## config.mk

```make
export PLATFORM = sky130hd
export DESIGN_NAME = compacting_item_list
export DESIGN_NICKNAME = d
export VERILOG_FILES = /design/src/rtl/core/cil_pkg.sv /design/src/rtl/core/compacting_item_list.sv /design/src/rtl/core/cil_cell.sv
export SDC_FILE = /design/constraint.sdc
export NUM_CORES = 2
export LEC_CHECK = 0
export BUFFER_PORTS_ARGS = -buffer_cell sky130_fd_sc_hd__buf_4
export CAP_MARGIN = 20
export CORE_AREA = 2 2 629 443
export CTS_BUF_LIST = sky130_fd_sc_hd__clkbuf_4
export CTS_CLUSTER_DIAMETER = 40
export DETAILED_ROUTE_END_ITERATION = 8
export DIE_AREA = 0 0 631 445
export HOLD_SLACK_MARGIN = 0.03
export MAX_ROUTING_LAYER = met4
export PLACE_DENSITY = 0.65
export SLEW_MARGIN = 0
export SYNTH_ARGS = -nofsm -noshare
export SYNTH_HDL_FRONTEND = slang
export SYNTH_HIERARCHICAL = 1
export SYNTH_SLANG_ARGS = --single-unit
```

## constraint.sdc

```tcl
create_clock -name clk -period 18.8 [get_ports clk]
set_input_delay 0.94 -clock clk [delete_from_list [all_inputs] [get_ports clk]]
set_output_delay 0.94 -clock clk [all_outputs]
set_load 0.03 [all_outputs]
```

## src/rtl/core/cil_pkg.sv

```systemverilog
// Package for the compacting item list: sizes, request and status codes,
// and the command bundle broadcast to the storage cells. No dependencies.
package cil_pkg;

  localparam int CAPACITY   = 64;
  localparam int ITEM_WIDTH = 32;
  localparam int IDX_W      = $clog2(CAPACITY);
  localparam int CNT_W      = $clog2(CAPACITY + 1);
  localparam int GROUP      = 8;
  localparam int NGROUP     = (CAPACITY + GROUP - 1) / GROUP;

  localparam logic [2:0] ACT_APPEND    = 3'd0;
  localparam logic [2:0] ACT_SET       = 3'd1;
  localparam logic [2:0] ACT_GET       = 3'd2;
  localparam logic [2:0] ACT_READ_LAST = 3'd3;
  localparam logic [2:0] ACT_REMOVE    = 3'd4;
  localparam logic [2:0] ACT_DROP_LAST = 3'd5;

  localparam logic [1:0] ST_OK    = 2'd0;
  localparam logic [1:0] ST_RANGE = 2'd1;
  localparam logic [1:0] ST_FULL  = 2'd2;

  typedef logic [ITEM_WIDTH-1:0] item_t;

  typedef struct packed {
    logic             wr_en;
    logic [IDX_W-1:0] wr_idx;
    item_t            wr_val;
    logic             sh_en;
    logic [IDX_W-1:0] sh_idx;
    logic             rd_en;
    logic [IDX_W-1:0] rd_idx;
  } cil_cmd_t;

endpackage

```

## src/rtl/core/compacting_item_list.sv

```systemverilog
// Compacting item list: a row of cells, one per slot, that shift down on remove.
// Results pass the read-tree group register, then the output register.
// Throughput: one request per cycle while out_ready is high; the read OR tree spans two registers.
// Reset: synchronous active-low rst_n clears the count and all valid flags;
// slot contents are not reset and are only read below the count.
module compacting_item_list (
  input  logic                      clk,
  input  logic                      rst_n,
  input  logic                      in_valid,
  output logic                      in_ready,
  input  logic [2:0]                in_action,
  input  logic [cil_pkg::IDX_W-1:0] in_position,
  input  cil_pkg::item_t            in_item_value,
  output logic                      out_valid,
  input  logic                      out_ready,
  output cil_pkg::item_t            out_read_value,
  output logic                      out_read_valid,
  output logic [1:0]                out_status,
  output logic [cil_pkg::CNT_W-1:0] out_item_count
);
  import cil_pkg::*;

  logic             in_fire;
  logic             s_adv;

  logic [CNT_W-1:0] count_r;
  logic [CNT_W-1:0] count_nxt;

  cil_cmd_t         cmd;
  logic             rv_nxt;
  logic [1:0]       st_nxt;

  item_t            slot_q  [CAPACITY];
  item_t            cell_rd [CAPACITY];
  item_t            grp_or  [NGROUP];

  logic             s_valid_r;
  item_t            s_grp_r [NGROUP];
  logic             s_rv_r;
  logic [1:0]       s_st_r;
  logic [CNT_W-1:0] s_cnt_r;
  item_t            tree_or;

  logic             out_valid_r;
  item_t            out_value_r;
  logic             out_rv_r;
  logic [1:0]       out_st_r;
  logic [CNT_W-1:0] out_cnt_r;

  logic [31:0]      pos_w;
  logic [31:0]      cnt_w;
  logic [CNT_W-1:0] last_cnt;

  assign s_adv    = !out_valid_r || out_ready;
  assign in_ready = !s_valid_r || s_adv;
  assign in_fire  = in_valid && in_ready;

  assign pos_w    = 32'(in_position);
  assign cnt_w    = 32'(count_r);
  assign last_cnt = count_r - CNT_W'(1);

  // decode the request into a cell command, status and next count
  always_comb begin
    cmd        = '0;
    cmd.wr_val = in_item_value;
    count_nxt  = count_r;
    rv_nxt     = 1'b0;
    st_nxt     = ST_OK;
    case (in_action)
      ACT_APPEND: begin
        if (cnt_w >= 32'(CAPACITY)) begin
          st_nxt = ST_FULL;
        end else begin
          cmd.wr_en  = in_fire;
          cmd.wr_idx = count_r[IDX_W-1:0];
          count_nxt  = count_r + CNT_W'(1);
        end
      end
      ACT_SET: begin
        if (pos_w < cnt_w) begin
          cmd.wr_en  = in_fire;
          cmd.wr_idx = in_position;
        end else begin
          st_nxt = ST_RANGE;
        end
      end
      ACT_GET: begin
        if (pos_w < cnt_w) begin
          cmd.rd_en  = 1'b1;
          cmd.rd_idx = in_position;
          rv_nxt     = 1'b1;
        end else begin
          st_nxt = ST_RANGE;
        end
      end
      ACT_READ_LAST: begin
        if (count_r != '0) begin
          cmd.rd_en  = 1'b1;
          cmd.rd_idx = last_cnt[IDX_W-1:0];
          rv_nxt     = 1'b1;
        end else begin
          st_nxt = ST_RANGE;
        end
      end
      ACT_REMOVE: begin
        if (pos_w < cnt_w) begin
          cmd.sh_en  = in_fire;
          cmd.sh_idx = in_position;
          count_nxt  = last_cnt;
        end else begin
          st_nxt = ST_RANGE;
        end
      end
      ACT_DROP_LAST: begin
        if (count_r != '0) begin
          count_nxt = last_cnt;
        end else begin
          st_nxt = ST_RANGE;
        end
      end
      default: begin
        st_nxt = ST_RANGE;
      end
    endcase
  end

  for (genvar i = 0; i < CAPACITY; i++) begin : g_cell
    item_t right_value;
    if (i < CAPACITY - 1) begin : g_mid
      assign right_value = slot_q[i+1];
    end else begin : g_end
      assign right_value = '0;
    end
    cil_cell u_cell (
      .clk        (clk),
      .cmd        (cmd),
      .cell_idx   (IDX_W'(i)),
      .right_value(right_value),
      .slot_value (slot_q[i]),
      .rd_value   (cell_rd[i])
    );
  end

  // first level of the read tree: OR within each group of cells
  always_comb begin
    for (int g = 0; g < NGROUP; g++) begin
      grp_or[g] = '0;
      for (int k = 0; k < GROUP; k++) begin
        if (g * GROUP + k < CAPACITY) begin
          grp_or[g] = grp_or[g] | cell_rd[g*GROUP+k];
        end
      end
    end
  end

  // second level: OR across the registered groups
  always_comb begin
    tree_or = '0;
    for (int g = 0; g < NGROUP; g++) begin
      tree_or = tree_or | s_grp_r[g];
    end
  end

  always_ff @(posedge clk) begin
    if (!rst_n) begin
      count_r     <= '0;
      s_valid_r   <= 1'b0;
      out_valid_r <= 1'b0;
    end else begin
      if (in_fire) begin
        count_r <= count_nxt;
      end
      if (in_ready) begin
        s_valid_r <= in_fire;
      end
      if (s_adv) begin
        out_valid_r <= s_valid_r;
      end
    end
  end

  always_ff @(posedge clk) begin
    if (in_fire) begin
      s_grp_r <= grp_or;
      s_rv_r  <= rv_nxt;
      s_st_r  <= st_nxt;
      s_cnt_r <= count_nxt;
    end
    if (s_adv && s_valid_r) begin
      out_value_r <= tree_or;
      out_rv_r    <= s_rv_r;
      out_st_r    <= s_st_r;
      out_cnt_r   <= s_cnt_r;
    end
  end

  assign out_valid      = out_valid_r;
  assign out_read_value = out_value_r;
  assign out_read_valid = out_rv_r;
  assign out_status     = out_st_r;
  assign out_item_count = out_cnt_r;

`ifndef NO_ASSERTIONS
  a_count_bound: assert property (@(posedge clk) disable iff (!rst_n)
    32'(count_r) <= 32'(CAPACITY))
    else $error("item count above capacity");

  a_count_only_on_accept: assert property (@(posedge clk) disable iff (!rst_n)
    !in_fire |=> $stable(count_r))
    else $error("item count changed without a request");

  a_read_ok: assert property (@(posedge clk) disable iff (!rst_n)
    out_valid_r && out_rv_r |-> out_st_r == ST_OK)
    else $error("read result flagged with error status");

  a_no_stage_overrun: assert property (@(posedge clk) disable iff (!rst_n)
    s_valid_r && !s_adv |=> s_valid_r && $stable(s_cnt_r))
    else $error("read stage overwritten while stalled");
`endif

endmodule

```

## src/rtl/core/cil_cell.sv

```systemverilog
// One storage cell of the list: holds a single slot, loads on a write hit,
// takes its right neighbor's word on a remove at or below it.
// Depends on cil_pkg.
module cil_cell (
  input  logic                         clk,
  input  cil_pkg::cil_cmd_t            cmd,
  input  logic [cil_pkg::IDX_W-1:0]    cell_idx,
  input  cil_pkg::item_t               right_value,
  output cil_pkg::item_t               slot_value,
  output cil_pkg::item_t               rd_value
);
  import cil_pkg::*;

  item_t slot_r;
  item_t slot_nxt;

  always_comb begin
    slot_nxt = slot_r;
    if (cmd.wr_en && (cmd.wr_idx == cell_idx)) begin
      slot_nxt = cmd.wr_val;
    end else if (cmd.sh_en && (cell_idx >= cmd.sh_idx)) begin
      slot_nxt = right_value;
    end
  end

  always_ff @(posedge clk) begin
    slot_r <= slot_nxt;
  end

  assign slot_value = slot_r;
  // drive zero unless addressed so the read tree can simply OR
  assign rd_value = (cmd.rd_en && (cmd.rd_idx == cell_idx)) ? slot_r : '0;

endmodule
```

==> impl_summary.log <==
[metrics] Mapped Avg Cell Area: 13.4 µm²
[metrics] weighted congestion at the end of routability-driven global placement: 0.959
[metrics] synthesized-area fraction occupied by and/or/nand/nor cells: 17.4%
[metrics] number of rows in the core area: 161
[metrics] static leakage: 58.4 nW
[metrics] combinational cell fraction of total power: 7.1%
[metrics] total half-perimeter wirelength after legalization and detailed placement: ~310000 µm
[metrics] TritonCTS sink count: about 2400
[metrics] register-to-register setup slack: around 12 ns
[metrics] maximum buffer depth of the clock tree: 4
[metrics] fill cell instance count of the final layout: 22876
[metrics] die boundary height: between 400 and 500 µm
[metrics] wire length reported by the detailed router: 474000 µm
[metrics] Crit Path Max Fanout: 41
[metrics] max-capacitance violation count: 0
[metrics] clock buffer count from CTS: 608
[metrics] data arrival time at the worst-slack endpoint: 7.35 ns
[metrics] routed vias/inst: between 5 and 6
[metrics] clock edge transition at the registers on the reported setup and hold paths: 0.08 ns
[metrics] Compound-Gate Fraction of Synth Area: 2.15%
[metrics] Slew Limit Fails: 0
[metrics] number of distinct library cell variants in the gate-level netlist after synthesis: 57
[metrics] RSZ-0062 raised after global routing: no
[metrics] fin worst setup slack: 12.47 ns
[metrics] register area share after synthesis: about half
[metrics] data required time of the critical path: just under 20 ns
[metrics] result of the run: finished, final reports clean
[metrics] IR drop worst, VDD: 0.0561 mV
[metrics] area of the placeable core: approximately 0.27 mm²
[metrics] proportion of total power due to net switching: 25.8%
[metrics] count of port buffers added during placement: 88
[metrics] number of buffers inserted to repair setup after CTS: 0
[metrics] aggregate global-route resource usage: 34.0%
[metrics] Fmax: 158 MHz
[metrics] Sequential Power Share: 52.3%
[metrics] pin count of the biggest net entering global routing: 65
[metrics] transition at the pin with the smallest max-transition slack: 1.37 ns
[metrics] crit path from: count_r[4]
[metrics] crit path capture: g_cell[10].u_cell/slot_value[19]
[metrics] dominant combinational cell family by area after synthesis: simple AND/OR/NAND/NOR gates
[metrics] final hold viol count: 0
[metrics] endpoint of the worst-slack reg-to-reg timing path: g_cell[10].u_cell/slot_value[19]
[metrics] max_slew headroom: 7.85%
[metrics] Die Footprint: 0.281 mm²
[metrics] number of global-route vias before repair: 91699
[metrics] CP dominant cell by count: sky130_fd_sc_hd__buf_4
[metrics] post-route clock skew: 0.164 ns
[metrics] combined area of all synthesized cells: 0.137 mm²
[metrics] cell at the root of the clock tree: sky130_fd_sc_hd__clkbuf_4
[metrics] number of enable flip-flop cells after synthesis: 2356
[metrics] area growth from synthesis to layout: 13.2%
[metrics] via count: 94018
[metrics] Total Negative Setup Slacks: 0 ns
[metrics] post-synthesis mux area share: 16.8%
[metrics] H-tree levels: 6
[metrics] mean routed wirelength per cell: 29.3 µm
[metrics] cell-by-cell trace of the critical path: inv_1, ha_1, a211o_1, o211ai_1, o21a_1, a32oi_1, nor2_4, buf_4, buf_4, xor2_1, nor4_4, buf_4, a21o_1, buf_4
[metrics] I/O pin total: 89
[metrics] clock tree from TritonCTS: built
[metrics] Critical Path Max Stage Delay: 0.71 ns
[metrics] internal power consumption: 0.00839 W
[metrics] Final ANT Viol Nets: 0
[metrics] flops & latches, synth: 2365
[metrics] critical setup path kind: flop to flop
[metrics] Clk network pwr share: about two fifths
[metrics] Critical Path End Type: flop
[metrics] pre-CTS setup slack: 12.31 ns
[metrics] overall power consumption: 0.0113 W
[metrics] Worst Reg-to-Reg Cells: 14
[metrics] Pwr Density: 72.9 mW/mm²
[metrics] leftover overflow at the end of global routing: 0
[metrics] DR pass1 iterations: 8
[metrics] net switching power: 0.00291 W
[metrics] kind of start point of the critical path: flop
[metrics] post-synthesis adder-cell area fraction: 3.59%
[metrics] # DRC: 0
[metrics] master of the slowest instance on the critical path: sky130_fd_sc_hd__buf_4
[metrics] Cells after Synth: 10210
[metrics] number of setup violations in the final report: 0
[metrics] antenna violations before repair: 65
[metrics] final-stage net count: 12503
[metrics] initial core utilization: 49.9%
[metrics] Synth async-reset ratio: 0%
[metrics] predominant post-synthesis flop cell: sky130_fd_sc_hd__edfxtp_1
[metrics] fraction of synthesized cell area in xor and xnor cells: under 10%
[metrics] HP Class: primary input to flop
[metrics] horizontal die dimension: 631 µm
[metrics] number of DRC violations after detailed-routing iteration 0: 12867
[metrics] Period minus WS final: 6.33 ns
[metrics] commonest non-fill, non-tap cell in the layout: sky130_fd_sc_hd__edfxtp_1
[metrics] global-route wire length before repair: 666000 µm
[metrics] most frequent cells in the layout: sky130_fd_sc_hd__edfxtp_1, sky130_fd_sc_hd__and2_2, sky130_fd_sc_hd__mux2_2
[metrics] layout cell share with drive strength beyond 1: 44.2%
[metrics] reg-to-reg startpoint: count_r[4]
[metrics] ratio of final minimum period to clock period: 33.7%
[metrics] clk_lat worst skew: 1.45 ns
[metrics] warnings from Yosys: 6
[metal layers]
| layer | global-route usage [%] | up-vias | share of wire [%] |
|---|---|---|---|
| li1 | - | 40444 | - |
| met5 | - | - | 0 |
| met4 | 9.30 | 0 | 2.6 |
| met3 | 13.4 | 657 | 15 |
| met2 | 43.5 | 5284 | 39 |
| met1 | 49.2 | 47633 | 43 |
[power by group through the flow]
stage | logic, W | registers [W] | clock network (W)
2_1_floorplan | 0.000457 | 0.00597 | 0
3_3_place_gp | 0.000742 | 0.00602 | 0
3_5_place_dp | 0.000770 | 0.00602 | 0
4_1_cts | 0.000776 | 0.00590 | 0.00465
5_1_grt | 0.000861 | 0.00591 | 0.00490
6_report | 0.000807 | 0.00591 | 0.00458
[worst min path at each step]
stage	slack [ns]	cells past startpoint	to	startpoint
4_1_cts	0.06	2	g_cell[13].u_cell/slot_value[17]	in_item_value[17]
6_report	0.18	2	g_cell[11].u_cell/slot_value[17]	in_item_value[17]
5_1_grt	0.11	2	g_cell[29].u_cell/slot_value[10]	in_item_value[10]
3_3_place_gp	0.40	0	out_status[0]	s_st_r[0]
2_1_floorplan	0.40	0	out_item_count[0]	s_cnt_r[0]
3_5_place_dp	0.41	0	out_item_count[6]	s_cnt_r[6]
[metrics by stage]
step	util (%)	instance area [µm²]	hold slack (ns)	std cells
2_1_floorplan	-	141000	0.400	11392
3_3_place_gp	53.5	147000	0.402	15069
3_5_place_dp	53.6	147000	0.407	15089
4_1_cts	56.4	155000	0.0557	16126
5_1_grt	56.5	155000	0.109	16167
6_report	56.5	155000	0.185	16183
[state kept, by name (all words and copies together), names as in the netlist]
register,flops
s_st_r,2
out_read_value,32
s_valid_r,1
out_read_valid,1
out_item_count,7
out_status,2
s_rv_r,1
count_r,7
out_valid,1
s_grp_r,256
s_cnt_r,7
g_cell.u_cell/slot_value,2048
[cells in the mapped netlist, drive strengths merged, types with 195 or more instances]
cell type / n / area, µm²
inv: 397 / 1490
xnor2: 391 / 3420
and2: 2048 / 15400
nor4: 705 / 5370
xor2: 384 / 3360
edfxtp: 2356 / 70700
buf: 199 / 2200
nand4: 195 / 1220
ha: 393 / 4920
mux2: 2048 / 23100
clkbuf: 201 / 754
nand2: 313 / 1170
[kinds of logic after synthesis]
group,after synthesis
AND/OR/NAND/NOR,3379
other,2
buffers and inverters,797
adder cells (fa/ha/maj),393
multiplexers,2049
AO/OA/AOI/OAI,450
flip-flops,2365
XOR/XNOR,775
[cell type report]
cell class                      instances  area, µm²  share of cell area (%)
Timing Repair Buffer                  463       3690                    2.38
Tap cell                             3667       4590                    2.96
Sequential cell                      2365      70900                    45.7
Multi-Input combinational cell       8230      66700                    43.0
Antenna cell                           41        103                  0.0662
Inverter                              397       1500                   0.966
Clock inverter                        163       1110                   0.714
Clock buffer                          857       6430                    4.15
[timing repair]
item	CTS	global route
hold buffers	17	0
endpoints found under the hold margin	84	0
gates resized for setup	0	0
[worst max-delay path, delay by kind of cell (launching register included)]
family / cells / cell delay (ns)
buf+inv: 5 / 2.52
compound gates: 5 / 1.84
flops: 1 / 0.52
simple gates: 2 / 0.40
fa+ha+maj: 1 / 0.34
xor+xnor: 1 / 0.21
(Power assumes the default switching activity.)
